==> config.mk <==
export PLATFORM = sky130hd
export DESIGN_NAME = bicubic_row_interpolator
export DESIGN_NICKNAME = d
export VERILOG_FILES = /design/src/design/bri_pkg.sv /design/src/design/bicubic_row_interpolator.sv /design/src/design/bri_lane.sv /design/src/design/bri_horner.sv
export VERILOG_INCLUDE_DIRS = /design/src /design/src/design
export SDC_FILE = /design/constraint.sdc
export NUM_CORES = 1
export LEC_CHECK = 0
export BUFFER_PORTS_ARGS = -buffer_cell sky130_fd_sc_hd__buf_2
export CORE_ASPECT_RATIO = 2
export CORE_MARGIN = 3
export CORE_UTILIZATION = 70
export DETAILED_ROUTE_END_ITERATION = 7
export PLACE_DENSITY = 0.86
export SLEW_MARGIN = 20
export SYNTH_ARGS = -nofsm -noshare
export SYNTH_HDL_FRONTEND = slang
export SYNTH_SLANG_ARGS = --single-unit
==> constraint.sdc <==
create_clock -name i_clk -period 21.9 [get_ports i_clk]
set_clock_uncertainty 0.05 [all_clocks]
set_input_delay 1.095 -clock i_clk [delete_from_list [all_inputs] [get_ports i_clk]]
set_output_delay 1.095 -clock i_clk [all_outputs]
set_load 0.05 [all_outputs]
==> src/design/bicubic_row_interpolator_defines.svh <==
// Assertion macros for the bicubic row interpolator.
// Included by the modules that carry concurrent assertions; no other dependencies.
`ifndef BICUBIC_ROW_INTERPOLATOR_DEFINES_SVH
`define BICUBIC_ROW_INTERPOLATOR_DEFINES_SVH

// Same-cycle implication, disabled while reset is asserted.
`define BRI_ASSERT_NOW(label, clk, rst_n, ante, cons, msg) \
    label: assert property (@(posedge clk) disable iff (!(rst_n)) (ante) |-> (cons)) \
        else $error(msg);

// Next-cycle implication, disabled while reset is asserted.
`define BRI_ASSERT_NEXT(label, clk, rst_n, ante, cons, msg) \
    label: assert property (@(posedge clk) disable iff (!(rst_n)) (ante) |=> (cons)) \
        else $error(msg);

`endif

==> src/design/bri_pkg.sv <==
// Shared types and constants of the bicubic row interpolator.
// Used by bri_lane, bri_horner and bicubic_row_interpolator; no dependencies.
`default_nettype none

package bri_pkg;

    localparam int NUM_PTS = 4;

    typedef enum logic [1:0] {
        COEF_C = 2'd0,
        COEF_Q = 2'd1,
        COEF_L = 2'd2,
        COEF_K = 2'd3
    } t_coef;

    typedef enum logic [2:0] {
        ST_IDLE,
        ST_LANE,
        ST_MUL1,
        ST_MUL2,
        ST_MUL3,
        ST_FIN
    } t_state;

    typedef struct packed {
        logic  step_en;
        t_coef sel;
    } t_horner_ctl;

    // Doubled Catmull-Rom coefficient weights, one row per lane (c, q, l, k).
    localparam logic signed [3:0] LANE_WEIGHTS [NUM_PTS][NUM_PTS] = '{
        '{-4'sd1,  4'sd3, -4'sd3,  4'sd1},
        '{ 4'sd2, -4'sd5,  4'sd4, -4'sd1},
        '{-4'sd1,  4'sd0,  4'sd1,  4'sd0},
        '{ 4'sd0,  4'sd2,  4'sd0,  4'sd0}
    };

endpackage

`default_nettype wire

==> src/design/bicubic_row_interpolator.sv <==
// Top level of the Catmull-Rom bicubic interpolator: row sequencer, partial store, output register.
// Depends on bri_pkg, bri_lane, bri_horner and bicubic_row_interpolator_defines.svh.
//
//  channel  | dir | tdata fields (low bit first)                         | tlast | tuser
//  s_axis   | in  | tap_left, tap_center, tap_right, tap_far_right,     |  -    |  -
//           |     | horiz_fraction, vert_fraction                        |       |
//  m_axis   | out | pixel_value                                          |  -    |  -
//
// A row item passes from acceptance through the lane state, the Horner states MUL1, MUL2
// and MUL3 on the shared multiplier and the finishing state before the next acceptance.
// The fourth row of a group adds a second, vertical pass through the same states.
// A finished pixel waits in the output register; the next item is taken meanwhile.
// Only the vertical finish stalls, while the output register is still full.
// Synchronous active-low reset clears the sequencer, row count and output valid.
`default_nettype none
`include "bicubic_row_interpolator_defines.svh"

module bicubic_row_interpolator #(
    parameter int SAMPLE_BITS   = 8,
    parameter int FRACTION_BITS = 8
) (
    input  logic                 i_clk,
    input  logic                 i_rst_n,
    input  logic                 i_s_axis_tvalid,
    output logic                 o_s_axis_tready,
    // tap_left, tap_center, tap_right, tap_far_right, horiz_fraction, vert_fraction
    input  logic [((4*SAMPLE_BITS+2*FRACTION_BITS+7)/8)*8-1:0] i_s_axis_tdata,
    output logic                 o_m_axis_tvalid,
    input  logic                 i_m_axis_tready,
    // pixel_value
    output logic [((SAMPLE_BITS+6+7)/8)*8-1:0] o_m_axis_tdata
);
    import bri_pkg::*;

    localparam int SW  = SAMPLE_BITS;
    localparam int FW  = FRACTION_BITS;
    localparam int PW  = SW + 10;
    localparam int EW  = SW + 15;
    localparam int OW  = SW + 6;
    localparam int ODW = ((SW + 6 + 7) / 8) * 8;

    localparam logic signed [EW-1:0] PART_MAX = EW'((64'sd1 <<< (PW - 1)) - 64'sd1);
    localparam logic signed [EW-1:0] PART_MIN = EW'(-(64'sd1 <<< (PW - 1)));
    localparam logic signed [EW-1:0] OUT_MAX  = EW'(64'sd3 * (64'sd1 <<< (SW + 3)) - 64'sd1);
    localparam logic signed [EW-1:0] OUT_MIN  = EW'(-(64'sd1 <<< (SW + 3)));

    t_state               r_state;
    t_state               n_state;
    logic [1:0]           r_phase;
    logic                 r_vert;
    logic signed [PW-1:0] r_pts  [NUM_PTS];
    logic signed [PW-1:0] r_part [3];
    logic [FW-1:0]        r_th;
    logic [FW-1:0]        r_tv;
    logic                 r_out_valid;
    logic [OW-1:0]        r_pixel;

    logic                 s_accept;
    logic                 lane_load;
    logic                 store_row;
    logic                 start_vert;
    logic                 out_wr;
    t_horner_ctl          hctl;
    logic signed [EW-1:0] w_coef [NUM_PTS];
    logic signed [EW-1:0] w_acc;
    logic signed [EW-1:0] row_sh;
    logic signed [EW-1:0] pix_sh;
    logic signed [PW-1:0] w_row;
    logic signed [EW-1:0] w_pix;
    logic [SW-1:0]        taps [NUM_PTS];

    always_comb begin
        for (int j = 0; j < NUM_PTS; j++) begin
            taps[j] = i_s_axis_tdata[j*SW +: SW];
        end
    end

    genvar g;
    generate
        for (g = 0; g < NUM_PTS; g++) begin : g_lane
            bri_lane #(
                .LANE (g),
                .PW   (PW),
                .EW   (EW)
            ) u_lane (
                .i_clk  (i_clk),
                .i_load (lane_load),
                .i_pts  (r_pts),
                .o_coef (w_coef[g])
            );
        end
    endgenerate

    bri_horner #(
        .EW (EW),
        .FW (FW)
    ) u_horner (
        .i_clk  (i_clk),
        .i_ctl  (hctl),
        .i_coef (w_coef),
        .i_frac (r_vert ? r_tv : r_th),
        .o_acc  (w_acc)
    );

    // Finish: round and saturate the Horner result for a row or for the pixel.
    always_comb begin
        row_sh = (w_acc + EW'(1)) >>> 1;
        pix_sh = (w_acc + EW'(16)) >>> 5;
        priority if (row_sh > PART_MAX) begin
            w_row = PART_MAX[PW-1:0];
        end else if (row_sh < PART_MIN) begin
            w_row = PART_MIN[PW-1:0];
        end else begin
            w_row = row_sh[PW-1:0];
        end
        priority if (pix_sh > OUT_MAX) begin
            w_pix = OUT_MAX;
        end else if (pix_sh < OUT_MIN) begin
            w_pix = OUT_MIN;
        end else begin
            w_pix = pix_sh;
        end
    end

    always_comb begin
        n_state = r_state;
        unique case (r_state)
            ST_IDLE: begin
                if (i_s_axis_tvalid) begin
                    n_state = ST_LANE;
                end
            end
            ST_LANE: n_state = ST_MUL1;
            ST_MUL1: n_state = ST_MUL2;
            ST_MUL2: n_state = ST_MUL3;
            ST_MUL3: n_state = ST_FIN;
            ST_FIN: begin
                if (!r_vert) begin
                    n_state = (r_phase == 2'd3) ? ST_LANE : ST_IDLE;
                end else if (!r_out_valid || i_m_axis_tready) begin
                    n_state = ST_IDLE;
                end
            end
            default: n_state = ST_IDLE;
        endcase
    end

    always_comb begin
        o_s_axis_tready = 1'b0;
        lane_load       = 1'b0;
        hctl.step_en    = 1'b0;
        hctl.sel        = COEF_Q;
        store_row       = 1'b0;
        start_vert      = 1'b0;
        out_wr          = 1'b0;
        unique case (r_state)
            ST_IDLE: o_s_axis_tready = 1'b1;
            ST_LANE: lane_load = 1'b1;
            ST_MUL1: begin
                hctl.step_en = 1'b1;
                hctl.sel     = COEF_Q;
            end
            ST_MUL2: begin
                hctl.step_en = 1'b1;
                hctl.sel     = COEF_L;
            end
            ST_MUL3: begin
                hctl.step_en = 1'b1;
                hctl.sel     = COEF_K;
            end
            ST_FIN: begin
                store_row  = !r_vert && (r_phase != 2'd3);
                start_vert = !r_vert && (r_phase == 2'd3);
                out_wr     = r_vert && (!r_out_valid || i_m_axis_tready);
            end
            default: o_s_axis_tready = 1'b0;
        endcase
    end

    assign s_accept = i_s_axis_tvalid && o_s_axis_tready;

    always_ff @(posedge i_clk) begin
        if (!i_rst_n) begin
            r_state     <= ST_IDLE;
            r_phase     <= 2'd0;
            r_vert      <= 1'b0;
            r_out_valid <= 1'b0;
        end else begin
            r_state <= n_state;
            if (s_accept) begin
                r_vert <= 1'b0;
            end else if (start_vert) begin
                r_vert <= 1'b1;
            end
            if (store_row) begin
                r_phase <= r_phase + 2'd1;
            end else if (out_wr) begin
                r_phase <= 2'd0;
            end
            if (out_wr) begin
                r_out_valid <= 1'b1;
            end else if (i_m_axis_tready) begin
                r_out_valid <= 1'b0;
            end
        end
    end

    always_ff @(posedge i_clk) begin
        if (s_accept) begin
            for (int j = 0; j < NUM_PTS; j++) begin
                r_pts[j] <= $signed({2'b00, taps[j], 8'h00});
            end
            r_th <= i_s_axis_tdata[NUM_PTS*SW +: FW];
            r_tv <= i_s_axis_tdata[NUM_PTS*SW+FW +: FW];
        end else if (start_vert) begin
            r_pts[0] <= r_part[0];
            r_pts[1] <= r_part[1];
            r_pts[2] <= r_part[2];
            r_pts[3] <= w_row;
        end
        if (store_row) begin
            r_part[r_phase] <= w_row;
        end
        if (out_wr) begin
            r_pixel <= w_pix[OW-1:0];
        end
    end

    assign o_m_axis_tvalid = r_out_valid;
    assign o_m_axis_tdata  = ODW'(r_pixel);

    `BRI_ASSERT_NEXT(a_accept_starts_row, i_clk, i_rst_n, s_accept,
        (r_state == ST_LANE) && !r_vert, "accepted item did not start a row pass")
    `BRI_ASSERT_NOW(a_vert_after_four_rows, i_clk, i_rst_n, (r_state == ST_FIN) && r_vert,
        r_phase == 2'd3, "vertical pass without four stored rows")
    `BRI_ASSERT_NEXT(a_hold_when_full, i_clk, i_rst_n,
        (r_state == ST_FIN) && r_vert && r_out_valid && !i_m_axis_tready,
        (r_state == ST_FIN) && o_m_axis_tvalid, "pixel finish did not hold on full output")
    `BRI_ASSERT_NEXT(a_mul3_to_fin, i_clk, i_rst_n, r_state == ST_MUL3,
        r_state == ST_FIN, "Horner sequence did not reach finish")

endmodule

`default_nettype wire

==> src/design/bri_lane.sv <==
// One coefficient lane: weighted sum of the four points, registered.
// Depends on bri_pkg for the lane weight table.
`default_nettype none

module bri_lane #(
    parameter int LANE = 0,
    parameter int PW   = 18,
    parameter int EW   = 23
) (
    input  logic                 i_clk,
    input  logic                 i_load,
    input  logic signed [PW-1:0] i_pts [bri_pkg::NUM_PTS],
    output logic signed [EW-1:0] o_coef
);
    import bri_pkg::*;

    logic signed [EW-1:0] r_coef;
    logic signed [EW-1:0] n_coef;

    always_comb begin
        logic signed [EW-1:0] acc;
        acc = '0;
        for (int j = 0; j < NUM_PTS; j++) begin
            acc = acc + (EW'(i_pts[j]) * EW'(LANE_WEIGHTS[LANE][j]));
        end
        n_coef = acc;
    end

    always_ff @(posedge i_clk) begin
        if (i_load) begin
            r_coef <= n_coef;
        end
    end

    assign o_coef = r_coef;

endmodule

`default_nettype wire

==> src/design/bri_horner.sv <==
// Merging stage: Horner evaluation of the lane coefficients, one multiply per cycle while the step enable is set.
// Depends on bri_pkg for the control struct and coefficient codes.
`default_nettype none

module bri_horner #(
    parameter int EW = 23,
    parameter int FW = 8
) (
    input  logic                     i_clk,
    input  bri_pkg::t_horner_ctl     i_ctl,
    input  logic signed [EW-1:0]     i_coef [bri_pkg::NUM_PTS],
    input  logic        [FW-1:0]     i_frac,
    output logic signed [EW-1:0]     o_acc
);
    import bri_pkg::*;

    localparam int PRW = EW + FW + 1;
    localparam logic signed [PRW-1:0] HALF = PRW'(1) <<< (FW - 1);

    logic signed [EW-1:0]  r_acc;
    logic signed [EW-1:0]  n_acc;
    logic signed [EW-1:0]  mul_a;
    logic signed [FW:0]    frac_s;
    logic signed [PRW-1:0] prod;
    logic signed [PRW-1:0] prod_sh;

    always_comb begin
        mul_a   = (i_ctl.sel == COEF_Q) ? i_coef[COEF_C] : r_acc;
        frac_s  = $signed({1'b0, i_frac});
        prod    = PRW'(mul_a) * PRW'(frac_s);
        prod_sh = (prod + HALF) >>> FW;
        n_acc   = i_coef[i_ctl.sel] + prod_sh[EW-1:0];
    end

    always_ff @(posedge i_clk) begin
        if (i_ctl.step_en) begin
            r_acc <= n_acc;
        end
    end

    assign o_acc = r_acc;

endmodule

`default_nettype wire

# After elaboration in Yosys (flattened, before gate mapping)
# Memories as Yosys holds them, arrays and structs flattened.
# Index checks and enable logic that the tools add are counted.
# totals
register_bits,219
mem_bits_rw,54
inputBits,52
word_cells,98
n_memories,1
# op_classes
addsub,14
multipliers,4
order_cmp,5
n_eq_ne,10
mux,27
bitwise_logic,2
reduce_logical,14
# memory_table
name,depth,word_bits,read_ports,rd_clocked_by_memory_dff,write_ports,line,source
r_part,3,18,3,0,1,bicubic_row_interpolator.sv:52,logic signed [PW-1:0] r_part [3];
# ops
cell,n
$mux W70,2
$add A23 B23 Y23,4
$mux W23,3
$add A23 B18 Y23,2
$bmux W23 S2,1
$neg A18 Y23,2
$mul A18 B3 Y21 const B,2
$mux W18,2
$add A31 B9 Y31 const B,1
$mul A23 B9 Y31,1
$add A19 B22 Y23,1
$add A23 B2 Y23 const B,1
$add A23 B20 Y23,1
$add A23 B6 Y23 const B,1
$gt A22 B18 Y1 const B,1
$lt A22 B18 Y1 const B,1
$mul A18 B4 Y22 const B,1
$gt A18 B14 Y1 const B,1
$lt A18 B12 Y1 const B,1
$pmux W3 S6,1
$mux W14,1
$mux W1,10
$mux W3,3
$pmux W3 S3,1
20 further kinds,31

# Logic depth before layout (Yosys ltp)
# depth
word_depth,7
ltp_mapped,36
depth_no_buf,32

# Hierarchy
# Synthesis repeated with hierarchy kept, for this count alone.
# unflattened
cells_unflattened,2511
hier_area_um2,26422.8
# modules_own_cells
mod,n_inst,cells_per_inst,area_each_um2,seq_area_each_um2
bri_horner,1,922,8605.8,690.7
bicubic_row_interpolator,1,534,6847.8,4424.2
bri_lane at g_lane[1].u_lane,1,449,4405.5,690.7
bri_lane at g_lane[0].u_lane,1,422,4304.1,690.7
bri_lane at g_lane[2].u_lane,1,160,1677.9,690.7
bri_lane at g_lane[3].u_lane,1,24,581.8,540.5

# Worst setup path after synthesis
# No wires, ideal clock.
# synth_path
path_kind,reg-to-reg
from,register r_state[2]
to,register u_horner.r_acc[22] (netlist: u_horner.o_acc[22]) (data pin)
setup_ps,268
arrival_ps,8967
required_ps,21582
path_slack_ps,12615
stages_incl_launch_ff,36
n_path_buf,4
synth_period_minus_slack_ps,9285
cell_sequence,dfxtp_1 clkbuf_1 nand3b_1 and2_1 clkbuf_1 clkbuf_1 buf_1 mux2_2 nand2_1 fa_1 inv_1 fa_1 inv_1 fa_1 inv_1 fa_1 fa_1 ha_1 nor4bb_1 nand4_1 o41a_1 o21ai_0 a21bo_2 and2_1 nor2_1 xnor2_1 ha_1 a21o_1 a21o_1 a221oi_1 o211ai_1 a31oi_1 o21ai_0 a2111oi_0 nor3_1 xnor3_1
# synth_between
elab_chain_len,7
elab_cells_between_ends,13
# synth_rtl
element,line,source
from (decl),bicubic_row_interpolator.sv:47,t_state r_state;
from (signal assigned),bicubic_row_interpolator.sv:189,r_state <= n_state;
$eq A3 B3 Y1 or $eq A3 B2 Y1 (tied branches),bicubic_row_interpolator.sv:156,unique case (r_state)
$pmux W3 S3 (*),bicubic_row_interpolator.sv:156,
$eq A2 B1 Y1 or $not A2 Y3 (tied branches),"bri_horner.sv:28, bri_horner.sv:32",
$mux W23 or $bmux W23 S2 (tied branches),"bri_horner.sv:28, bri_horner.sv:32",
$mul A23 B9 Y31 or $mux W23 (tied branches),"bri_horner.sv:30, bri_horner.sv:32",
$add A31 B9 Y31 or $mux W23 (tied branches),"bri_horner.sv:31, bri_horner.sv:32",
$add A23 B23 Y23 (*),bri_horner.sv:32,n_acc = i_coef[i_ctl.sel] + prod_sh[EW-1:0];
named net u_horner.n_acc[22],bri_horner.sv:21,logic signed [EW-1:0] n_acc;
to (signal assigned),bri_horner.sv:37,r_acc <= n_acc;
to (decl),bri_horner.sv:20,logic signed [EW-1:0] r_acc;
# The timed path passes the listed nets; every way through them passes the cells marked *. The select of a mux whose other input is x is not followed.
# A chain may end at the register's enable or synchronous reset.

# Final worst setup path
# layout_path
from,register r_state[0]
to,register u_horner.r_acc[22] (netlist: u_horner.o_acc[22]) (data pin)
# Same word-level chain as after synthesis.

==> key figures <==
Synthesis
  – Top FF cell, synth: edfxtp_1
  – Gate Count Post-Synth: 2528
  – Post-synthesis cell type count: 85
  – Warnings from Yosys: 0
  – Number of synthesized register bits: 273
  – Syn Area/Cell: 10.41 um^2
  – Dominant cell type by area after synthesis: edfxtp_1
  – Post-synth EDFFs: 226
  – Post-synthesis sequential area ratio: 0.2938
  – Synth Cell Area: 26300 um^2
  – Top-area cell type share of the netlist area: 0.2580
  – Top cells by area, synth: edfxtp_1 26%, fa_1 20%, ha_1 14%
  – Post-synth ARST share: 0

Floorplan
  – Die Y-Extent: 280.1 um
  – Core area: 36790 um^2
  – Die area: 40080 um^2
  – Starting density of the core: 0.7150
  – Cell Rows: 99
  – Chip width: 143.1 um
  – I/O pins: 70

STA
  – Slew Viols, Final: 0
  – Hold Vio Cnt, Final: 0
  – RSZ-0062 raised after global routing: no
  – # setup viols final: 0
  – Setup WS post-layout: 11.44 ns
  – Sum Neg Setup Slack: 0 ns
  – Fmax: 95.58 MHz
  – Slew @ Worst Pin: 1.147 ns
  – Min cycle time layout: 10.46 ns
  – Fin crit share: 0.4777
  – Max transition margin: 0.2352

Clock tree
  – Sink Count: 273
  – Bufs on Longest Clock Path: 3
  – Post-CTS setup buffers: 0
  – TritonCTS clock tree: yes
  – # hold bufs at CTS: 0
  – CTS buffer count: 26
  – H-tree level count: 1
  – Root buffer cell: clkbuf_16
  – Worst-path clk slew: 0.07 ns
  – # resized after CTS: 0
  – Worst skew pair latency: 0.58 ns

Setup path
  – Worst-path fanout max: 88
  – Kind of critical path: flop to flop
  – Worst Path Required: 22.15 ns
  – CP endpoint kind: flop
  – Worst path slowest cell: and2_4
  – Startpoint types: flop
  – Most common cell on crit path: fa_1
  – WP data arrival: 10.72 ns
  – Crit-path max cell delay: 0.83 ns

Global route
  – Largest net degree at the start of global routing: 89
  – GRT Max-Usage Layer: met2
  – Antenna violations before repair: 1
  – Vias in the first global route: 20980
  – Aggregate global routing overflow: 0
  – Total GRT Usage: 0.3390
  – Global-route wire length before repair: 105900 um
  – Met1 GRT Util: 0.3709
  – GRT met3 Usage: 0.03292
  – Met2 GRT Util: 0.6258

Drt
  – Avg WL per Cell: 21.52 um
  – Antenna viol nets, final: 0
  – Drt drc: 0
  – Initial DRC count: 1039
  – Total wire length: 65330 um
  – Router iterations before antenna repair: 5
  – DR vias: 19080
  – Via/cell ratio: 6.283

Placement
  – Cell total after placement: 2988
  – GPL Wtd Cong: 0.9898
  – Placed cell area: 27040 um^2
  – Setup WS pre-CTS: 11.52 ns
  – Post-DP HPWL: 52940 um
  – Input/output buffers: 67

Layout
  – Final nets: 3177
  – Antenna cells: 0
  – Layout cell share with drive strength beyond 1: 0.07281
  – Fin area: 27950 um^2
  – Area grow syn2layout: 6.255%
  – Fin cells: 3036

Status
  – Outcome: completed

Hold path
  – Worst min path class: flop to flop

Job
  – Max-cap viol count: 0
[placed cells by master (no fill, tap or decap), types with 33 or more instances in the layout]
cell type	n
a21oi_1	92
mux2i_1	44
fa_1	265
dfxtp_1	47
xor2_1	58
ha_1	298
buf_2	67
nor3_1	36
inv_1	321
o21ai_0	131
a21o_1	33
nand2_1	183
xnor2_1	119
nor2_1	189
edfxtp_1	226
a22o_1	35
[Yosys cell counts, types with 5 or more instances]
library cell / n
or2_2: 16
xnor2_1: 119
nand3_1: 30
buf_2: 6
nand2_1: 183
inv_1: 322
nor2_1: 189
nor3_1: 37
buf_4: 6
a21oi_1: 92
ha_1: 298
a21boi_0: 13
a22o_1: 35
o21ai_0: 133
nor3b_1: 7
a211o_1: 6
clkbuf_1: 59
a211oi_1: 12
a311o_1: 5
nand4_1: 10
mux2i_1: 49
nand2b_1: 30
xor2_1: 58
a31oi_1: 8
and3_1: 18
nor2b_1: 18
o211ai_1: 13
or3_1: 20
nand3b_1: 5
o21a_1: 11
a21o_1: 33
fa_1: 265
edfxtp_1: 226
nor4_1: 9
o221ai_1: 8
o21bai_1: 12
mux2_2: 20
o311ai_0: 5
dfxtp_1: 47
and2_1: 21
[worst max-delay path, delay by kind of cell (launching register included)]
family	cells	cell delay, ns
flip-flops	1	0.58
multiplexers	1	0.34
AND/OR/NAND/NOR	8	2.23
AO/OA/AOI/OAI	10	3.08
adder cells (fa/ha/maj)	7	3.19
XOR/XNOR	2	0.49
buffers and inverters	3	0.17
[per-layer routing]
layer	routed length (um)	vias up
met5	0	-
met4	4615	0
met3	2972	272
met2	35220	661
met1	22520	9431
li1	-	8712
[sequential cells by signal, indices dropped and copies added, names as in the netlist]
name / cells
g_lane.u_lane.o_coef: 87
r_pts: 72
r_part: 54
u_horner.o_acc: 23
r_pixel: 14
r_th: 8
r_tv: 8
r_state: 3
r_phase: 2
o_m_axis_tvalid: 1
r_vert: 1
[metrics by stage]
step,hold slack [ns],util
after global routing,0.4122,0.7597
after detailed placement,0.3812,0.7349
after CTS,0.3960,0.7597
after floorplan,0.3678,-
final,0.3965,0.7597
after global placement,0.3736,0.7349
[cells by family (layout without fill, tap and decap cells)]
logic type,after synthesis,in the layout,share of synthesized area
AOI/OAI and AO/OA,428,428,0.1058
xor gates and xnor gates,178,178,0.05979
adders and majority gates,563,563,0.3434
buffers and inverters,399,452,0.05841
DFF,273,273,0.2938
muxes,69,69,0.02721
other,1,2,0.0001426
and+or+nand+nor,617,617,0.1114
[final timing paths]
check / startpoint / depth (start not counted) / end / slack, ns
worst min register to register: r_part[1][16] / 2 / r_pts[52] / 0.40
worst max register to register: r_state[0] / 31 / u_horner.o_acc[22] / 11.44
worst min-delay path: r_part[1][16] / 2 / r_pts[52] / 0.40
worst max-delay path: r_state[0] / 31 / u_horner.o_acc[22] / 11.44
[layout make-up]
type | instances | area [um^2]
Clock inverter | 20 | 252.7
Inverter | 323 | 1212
Multi-Input combinational cell | 1857 | 17090
Fill cell | 2513 | 8840
Timing Repair Buffer | 81 | 440.4
Tap cell | 454 | 568.0
Sequential cell | 273 | 7727
Clock buffer | 28 | 658.1
Power is left out: the tool's default activity adds up to more than one toggle a clock period on the data nets, which glitch-free logic cannot reach.
